### src/hw/rtl/ntl_pkg.sv
// Shared types and constants for the name to task lookup table.
// Used by ntl_cell and name_to_task_lookup_table; depends on nothing.
package ntl_pkg;

  localparam logic CMD_LOOKUP   = 1'b0;
  localparam logic CMD_REGISTER = 1'b1;

  localparam int unsigned ID_W    = 8;
  localparam int unsigned RES_W   = 9;

  localparam logic signed [RES_W-1:0] MISS_ID = -9'sd1;

  typedef enum logic [1:0] {
    OP_LOOKUP,
    OP_REGISTER,
    OP_REFUSED
  } op_e;

  typedef enum logic [1:0] {
    ST_IDLE,
    ST_SCAN,
    ST_OUT
  } state_e;

  typedef struct packed {
    logic valid;
    op_e  op;
    logic hit;
    logic added;
  } ctl_t;

endpackage

### src/hw/rtl/ntl_cell.sv
// One table entry of the lookup chain: holds a key and a task id and
// passes the request word on to its neighbor each cycle. Uses ntl_pkg.
module ntl_cell import ntl_pkg::*; #(
  parameter int unsigned KEY_W = 64,
  parameter int unsigned CNT_W = 8
) (
  input  logic            clk_i,
  input  logic            rst_ni,
  input  ctl_t            ctl_i,
  input  logic [KEY_W-1:0] key_i,
  input  logic [ID_W-1:0]  id_i,
  input  logic [CNT_W-1:0] left_i,
  output ctl_t            ctl_o,
  output logic [KEY_W-1:0] key_o,
  output logic [ID_W-1:0]  id_o,
  output logic [CNT_W-1:0] left_o
);

  logic [KEY_W-1:0] entry_key_q;
  logic [ID_W-1:0]  entry_id_q;
  logic             live;
  logic             match;
  logic             append;
  ctl_t             ctl_d, ctl_q;
  logic [ID_W-1:0]  id_d, id_q;
  logic [KEY_W-1:0] key_q;
  logic [CNT_W-1:0] left_d, left_q;

  assign live   = (left_i != '0);
  assign match  = ctl_i.valid && live && !ctl_i.hit && (entry_key_q == key_i);
  assign append = ctl_i.valid && !live && !ctl_i.hit && (ctl_i.op == OP_REGISTER);

  always_comb begin
    ctl_d  = ctl_i;
    id_d   = id_i;
    left_d = live ? left_i - CNT_W'(1) : '0;
    if (match) begin
      ctl_d.hit = 1'b1;
      if (ctl_i.op == OP_LOOKUP) begin
        id_d = entry_id_q;
      end
    end
    if (append) begin
      ctl_d.hit   = 1'b1;
      ctl_d.added = 1'b1;
    end
  end

  always_ff @(posedge clk_i) begin
    if (append) begin
      entry_key_q <= key_i;
    end
    if (append || (match && ctl_i.op == OP_REGISTER)) begin
      entry_id_q <= id_i;
    end
    key_q  <= key_i;
    id_q   <= id_d;
    left_q <= left_d;
  end

  always_ff @(posedge clk_i or negedge rst_ni) begin
    if (!rst_ni) begin
      ctl_q <= '0;
    end else begin
      ctl_q <= ctl_d;
    end
  end

  assign ctl_o  = ctl_q;
  assign key_o  = key_q;
  assign id_o   = id_q;
  assign left_o = left_q;

endmodule

### config.mk
export PLATFORM = sky130hd
export DESIGN_NAME = ntl_cell
export DESIGN_NICKNAME = d
export VERILOG_FILES = /design/src/hw/rtl/ntl_pkg.sv /design/src/hw/rtl/ntl_cell.sv
export SDC_FILE = /design/constraint.sdc
export NUM_CORES = 1
export LEC_CHECK = 0
export ABC_AREA = 0
export BUFFER_PORTS_ARGS = -buffer_cell sky130_fd_sc_hd__buf_2
export CAP_MARGIN = 20
export CORE_ASPECT_RATIO = 0.7
export CORE_MARGIN = 5
export CORE_UTILIZATION = 30
export DETAILED_ROUTE_END_ITERATION = 8
export HOLD_SLACK_MARGIN = 0.03
export PLACE_DENSITY_LB_ADDON = 0.12
export SYNTH_ARGS = -nofsm -noshare
export SYNTH_HDL_FRONTEND = slang
export SYNTH_SLANG_ARGS = --single-unit
export TNS_END_PERCENT = 100
### constraint.sdc
create_clock -name clk_i -period 3.1 [get_ports clk_i]
set_input_delay 0.31 -clock clk_i [delete_from_list [all_inputs] [get_ports clk_i]]
set_output_delay 0.31 -clock clk_i [all_outputs]
set_load 0.005 [all_outputs]
Word-level counts from Yosys, hierarchy flattened

Index checks and enable logic that the tools add are counted.

Add/sub/neg operators: 1
Equality and inequality tests: 2
Muxes and demuxes: 4
Reduce and logical (&&, ||, !) cells: 12

Operators by type and width:

| operator              | count |
|---|---|
| $eq A64 B64 Y1        | 1 |
| $mux W8               | 2 |
| $reduce_bool A8 Y1    | 1 |
| $sub A8 B1 Y8 const B | 1 |
| $logic_and A1 B1 Y1   | 7 |
| $eq A2 B1 Y1 const B  | 1 |
| $logic_not A1 Y1      | 2 |
| $logic_not A2 Y1      | 1 |
| $mux W2               | 1 |
| $logic_or A1 B1 Y1    | 1 |
| $mux W1               | 1 |

Flip-flop bits (word level): 157
Output and inout port bits: 85

Logic depth before layout (Yosys ltp)

Word-level depth: 6
Gate-level depth with buffers: 6
Gate-level depth less buffers: 6

Worst setup path before layout

OpenSTA, ideal clock, no wires.

Path type: input to register
From: input port left_i[4]
To: register entry_key_q[0] (enable)
Setup time: 0.418 ns
Arrival: 2.790 ns
Setup slack: -0.108 ns
Stages on the path: 4
Path buffers: 0
Cell sequence: or4_4 > nor4b_4 > nand3_1 > inv_1

Longest elaborated chain between the ends: 5

RTL lines:

| item                             | RTL line       | RTL |
|---|---|---|
| start: declaration               | ntl_cell.sv:12 | `input logic [CNT_W-1:0] left_i,` |
| $reduce_bool A8 Y1               | ntl_cell.sv:29 | `assign live = (left_i != '0);` |
| $logic_not A1 Y1                 | ntl_cell.sv:31 | `assign append = ctl_i.valid && !live && !ctl_i.hit && (ctl_i.op == OP_REGISTER);` |
| $logic_and A1 B1 Y1 (3 in a row) | ntl_cell.sv:31 |  |
| named net append                 | ntl_cell.sv:23 | `logic append;` |
| end signal: assignment           | ntl_cell.sv:51 | `entry_key_q <= key_i;` |
| end: declaration                 | ntl_cell.sv:19 | `logic [KEY_W-1:0] entry_key_q;` |

The timed path passes the listed nets, and every way through them passes these cells.
A chain may end at the register's enable or synchronous reset.

Worst setup path in the final report

From: input port key_i[44]
To: register entry_id_q[3] (enable)

Longest elaborated chain between the ends: 4

RTL lines:

| item                   | RTL line       | RTL |
|---|---|---|
| start: declaration     | ntl_cell.sv:10 | `input logic [KEY_W-1:0] key_i,` |
| $eq A64 B64 Y1         | ntl_cell.sv:30 | `assign match = ctl_i.valid && live && !ctl_i.hit && (entry_key_q == key_i);` |
| $logic_and A1 B1 Y1    | ntl_cell.sv:30 |  |
| $logic_and A1 B1 Y1    | ntl_cell.sv:53 | `if (append \|\| (match && ctl_i.op == OP_REGISTER)) begin` |
| $logic_or A1 B1 Y1     | ntl_cell.sv:53 |  |
| end signal: assignment | ntl_cell.sv:54 | `entry_id_q <= id_i;` |
| end: declaration       | ntl_cell.sv:20 | `logic [ID_W-1:0] entry_id_q;` |

Every way passes these cells.

==> results.md <==
| Group | Item | Reported |
|:---|:---|:---|
| status | Run status | completed |
| timing | Worst-case headroom to the max-slew limit | 68.0% |
| placement | DP Cell Count | 689 |
| placement | Routability cong. | 0.686 |
| cts | Post-CTS setup buffers | 0 |
| yosys | Commonest cells post-synth | sky130_fd_sc_hd__dfxtp_1 (80), sky130_fd_sc_hd__edfxtp_1 (72), sky130_fd_sc_hd__xor2_1 (64) |
| finish | Antenna diode count | 0 |
| yosys | Synthesized netlist net count | 380 |
| critical path | Capturing element type of the critical path | flip-flop |
| finish | Net count reported at finish | 608 |
| pwr | Static power due to leakage | 0.00293 µW |
| detailed routing | Detailed-route wire length | 10,500 µm |
| finish | Area used by multi-input combinational logic | 0.00104 mm² |
| yosys | Distinct cells, synth | 26 |
| yosys | Gate count of the mapped netlist | 291 |
| detailed routing | Antenna-violating nets left | 0 |
| floorplanning | Placement Rows | 39 |
| timing | Final Worst Setup Slack | 0.527 ns |
| cts | Worst-case clock buffer depth | 2 |
| finish | Sequential Area | 0.00389 mm² |
| grt | Largest net degree at the start of global routing | 65 |
| grt | Antenna violations before repair | 1 |
| yosys | Yosys top cell area share | 43.7% |
| timing | Count of endpoints failing hold in the final timing report | 0 |
| timing | Clock Skew | 0.00831 ns |
| grt | Vias in the first global route | 3,143 |
| finish | Layout-stage area growth over the synthesis result | 43.3% |
| detailed routing | WL per Instance | 13.9 µm |
| placement | Half-perimeter wire length after detailed placement | 7510 µm |
| yosys | Register bit total from synthesis | 157 |
| grt | Global-route wire length before repair | 16,600 µm |
| yosys | Leading post-synthesis cells by cell area | sky130_fd_sc_hd__edfxtp_1 (44%), sky130_fd_sc_hd__dfxtp_1 (32%), sky130_fd_sc_hd__xor2_1 (11%), sky130_fd_sc_hd__dfrtp_1 (2.5%), sky130_fd_sc_hd__nor4_1 (1.9%) |
| timing | Unrepaired setup endpoints after global routing | no |
| critical path | Crit path required time | 3.17 ns |
| critical path | Startpoint types | input pin |
| placement | DP Area | 0.00611 mm² |
| critical path | Data arrival time of the critical path | 2.65 ns |
| floorplanning | Die Span Y | 117 µm |
| cts | Total number of H-tree levels | 4 |
| finish | Post-route cell area | 0.00708 mm² |
| placement | Number of buffers inserted by port buffering | 171 |
| timing | Post-route clock period utilization | 83.0% |
| critical path | Critical path class | input pin to flip-flop |
| finish | Share of post-route cells with drive strength above 1 | 40.4% |
| pwr | Power density cells | 653 mW/mm² |
| timing | Min Tclk post-route | 2.57 ns |
| yosys | Most used standard cell by instance count after synthesis | sky130_fd_sc_hd__dfxtp_1 |
| hold path | Classification of the worst-slack hold path | input pin to flip-flop |
| floorplanning | Core footprint | 0.0162 mm² |
| placement | Worst setup timing slack at the placement stage | 0.565 ns |
| timing | Total Neg Setup Slack | 0 ns |
| detailed routing | Vias after detailed routing | 2,977 |
| detailed routing | DRC errors left | 0 |
| timing | Setup Viol. Count Final | 0 |
| cts | Num Clock Sinks | 157 |
| finish | Non-Filler Instances | 757 |
| yosys | Most used flip-flop cell after synthesis | sky130_fd_sc_hd__dfxtp_1 |
| yosys | Sequential element share of the synthesized area | 78.6% |
| cts | Clock latency at the later pin of the worst-skew pair | 0.40 ns |
| timing | Slew at the pin closest to its max-slew limit | 0.476 ns |
| yosys | Yosys Warn Count | 0 |
| cts | TritonCTS clock tree | built |
| finish | Core Util, Final | 43.6% |
| floorplanning | Area of the die | 0.0192 mm² |
| pwr | Worst IR Drop VDD | 0.319 mV |
| timing | Max Clock Freq | 389 MHz |
| detailed routing | Detailed Routing Iterations Pass 1 | 4 |
| yosys | Synth Area per Inst | 17.0 µm² |
| timing | Number of max-slew violations in the final report | 0 |
| yosys | Dominant cell type by area after synthesis | sky130_fd_sc_hd__edfxtp_1 |
| floorplanning | Die Width | 163 µm |
| floorplanning | Initial standard-cell utilization of the core | 30.4% |
| floorplanning | Number of I/O pins | 172 |
| yosys | Post-synthesis instance area | 0.00494 mm² |
| detailed routing | Via density | 3.93 |
| yosys | Post-synth ARST share | 3.18% |
| grt | Grt ovf | 0 |
| cts | CTS Buf Count | 17 |
| grt | Combined global-route utilization of all metal layers | 11.2% |
| detailed routing | First-iteration detailed-routing DRC count | 121 |
| hold path | Cell depth of the worst min-delay path | 1 |
| finish | Number of inserted filler cells in the final layout | 1,493 |
| cts | Clock input transition at the sequential cells of the worst setup and hold paths | 0.06 ns |
| critical path | Largest fanout of any net on the critical path | 8 |
| yosys | EDFF count, synth | 72 |
| critical path | FF-to-FF path depth | 6 |
| cts | Clk root buf | sky130_fd_sc_hd__clkbuf_16 |
| flow run | Count of maximum capacitance violations | 0 |
-- worst max-delay path, cell delays in order --
cell,delay (ns)
sky130_fd_sc_hd__dlygate4sd3_1,0.54
sky130_fd_sc_hd__buf_2,0.15
sky130_fd_sc_hd__xor2_1,0.16
sky130_fd_sc_hd__nor4_1,0.35
sky130_fd_sc_hd__nand4_1,0.19
sky130_fd_sc_hd__nor4_2,0.52
sky130_fd_sc_hd__nand3_1,0.13
sky130_fd_sc_hd__nand2_1,0.29
-- through the flow --
step | power, µW | hold slack, ns
finish | 4630 | 0.0502
global route | 4820 | 0.0302
CTS | 4700 | 0.0307
detailed placement | 2510 | 0.125
global placement | 2510 | 0.126
floorplan | 2350 | 0.0144
-- cells by family (layout without fill, tap and decap cells) --
group	Yosys count	in the layout	share of synthesized area, %
multiplexers	8	8	1.82
AND/OR/NAND/NOR	49	49	6.22
AO/OA/AOI/OAI	2	2	0.278
XOR/XNOR	69	69	12.2
flip-flops	157	157	78.6
buffers and inverters	4	245	0.304
adder cells (fa/ha/maj)	2	2	0.506
-- repair_timing --
| action | 4_1_cts | 5_1_grt |
|---|---|---|
| gates resized for setup | 0 | 0 |
| hold buffers | 35 | 1 |
| endpoints found under the hold margin | 39 | 1 |
-- path summary, 6_finish.rpt --
path | start | endpoint | slack (ns)
max | key_i[44] | entry_id_q[3]$_DFFE_PP_ | 0.53
min | key_i[39] | key_o[39]$_DFF_P_ | 0.05
max reg2reg | entry_key_q[26]$_DFFE_PP_ | entry_id_q[3]$_DFFE_PP_ | 0.72
min reg2reg | entry_id_q[7]$_DFFE_PP_ | id_o[7]$_DFF_P_ | 0.46
max in group asynchronous | rst_ni | ctl_o[1]$_DFF_PN0_ | 2.74
min in group asynchronous | rst_ni | ctl_o[4]$_DFF_PN0_ | 0.24
-- layer usage --
layer / vias to the layer above / global-route usage, % / part of all wire [%]
met2: 101 / 16.5 / 44
li1: 1483 / - / -
met4: 2 / 5.03 / 1.6
met5: - / 0 / 0.067
met1: 1375 / 14.7 / 47
met3: 16 / 4.07 / 7.7
-- power by group --
part	internal [µW]	total, µW	switching, µW	leakage, µW
registers	2230	2240	12.9	0.00138
clock network	1340	2130	793	0.000296
logic	141	260	119	0.00126
-- sequential cells by signal, summed over array words and instances (netlist names) --
| register | flops |
|---|---|
| entry_id_q | 8 |
| left_o | 8 |
| key_o | 64 |
| entry_key_q | 64 |
| id_o | 8 |
| ctl_o | 5 |
-- final cells by class --
class | instances | area share [%]
well taps | 225 | 3.97
flip-flops and latches | 157 | 54.9
multi-input cells | 130 | 14.7
inverters | 4 | 0.265
repair buffers | 209 | 17.6
clock buffers | 23 | 6.75
clock inverters | 9 | 1.87
-- cell usage in the layout (no fill, tap or decap), types with 3 or more instances in the layout --
| master | netlist | final |
|---|---|---|
| sky130_fd_sc_hd__nand4_1 | 3 | 3 |
| sky130_fd_sc_hd__clkbuf_16 | 0 | 17 |
| sky130_fd_sc_hd__nor3_1 | 3 | 3 |
| sky130_fd_sc_hd__bufinv_16 | 0 | 3 |
| sky130_fd_sc_hd__xor2_1 | 64 | 64 |
| sky130_fd_sc_hd__buf_2 | 0 | 171 |
| sky130_fd_sc_hd__dfxtp_1 | 80 | 80 |
| sky130_fd_sc_hd__edfxtp_1 | 72 | 72 |
| sky130_fd_sc_hd__nand3_1 | 4 | 4 |
| sky130_fd_sc_hd__clkbuf_8 | 0 | 3 |
| sky130_fd_sc_hd__dlygate4sd3_1 | 0 | 36 |
| sky130_fd_sc_hd__dfrtp_1 | 5 | 5 |
| sky130_fd_sc_hd__xnor2_1 | 5 | 5 |
| sky130_fd_sc_hd__clkbuf_1 | 0 | 3 |
| sky130_fd_sc_hd__nand2_1 | 4 | 4 |
| sky130_fd_sc_hd__nor4_1 | 15 | 15 |
| sky130_fd_sc_hd__inv_1 | 4 | 3 |
| sky130_fd_sc_hd__nor2_1 | 10 | 10 |
| sky130_fd_sc_hd__mux2_2 | 7 | 7 |
(Power assumes the default switching activity.)
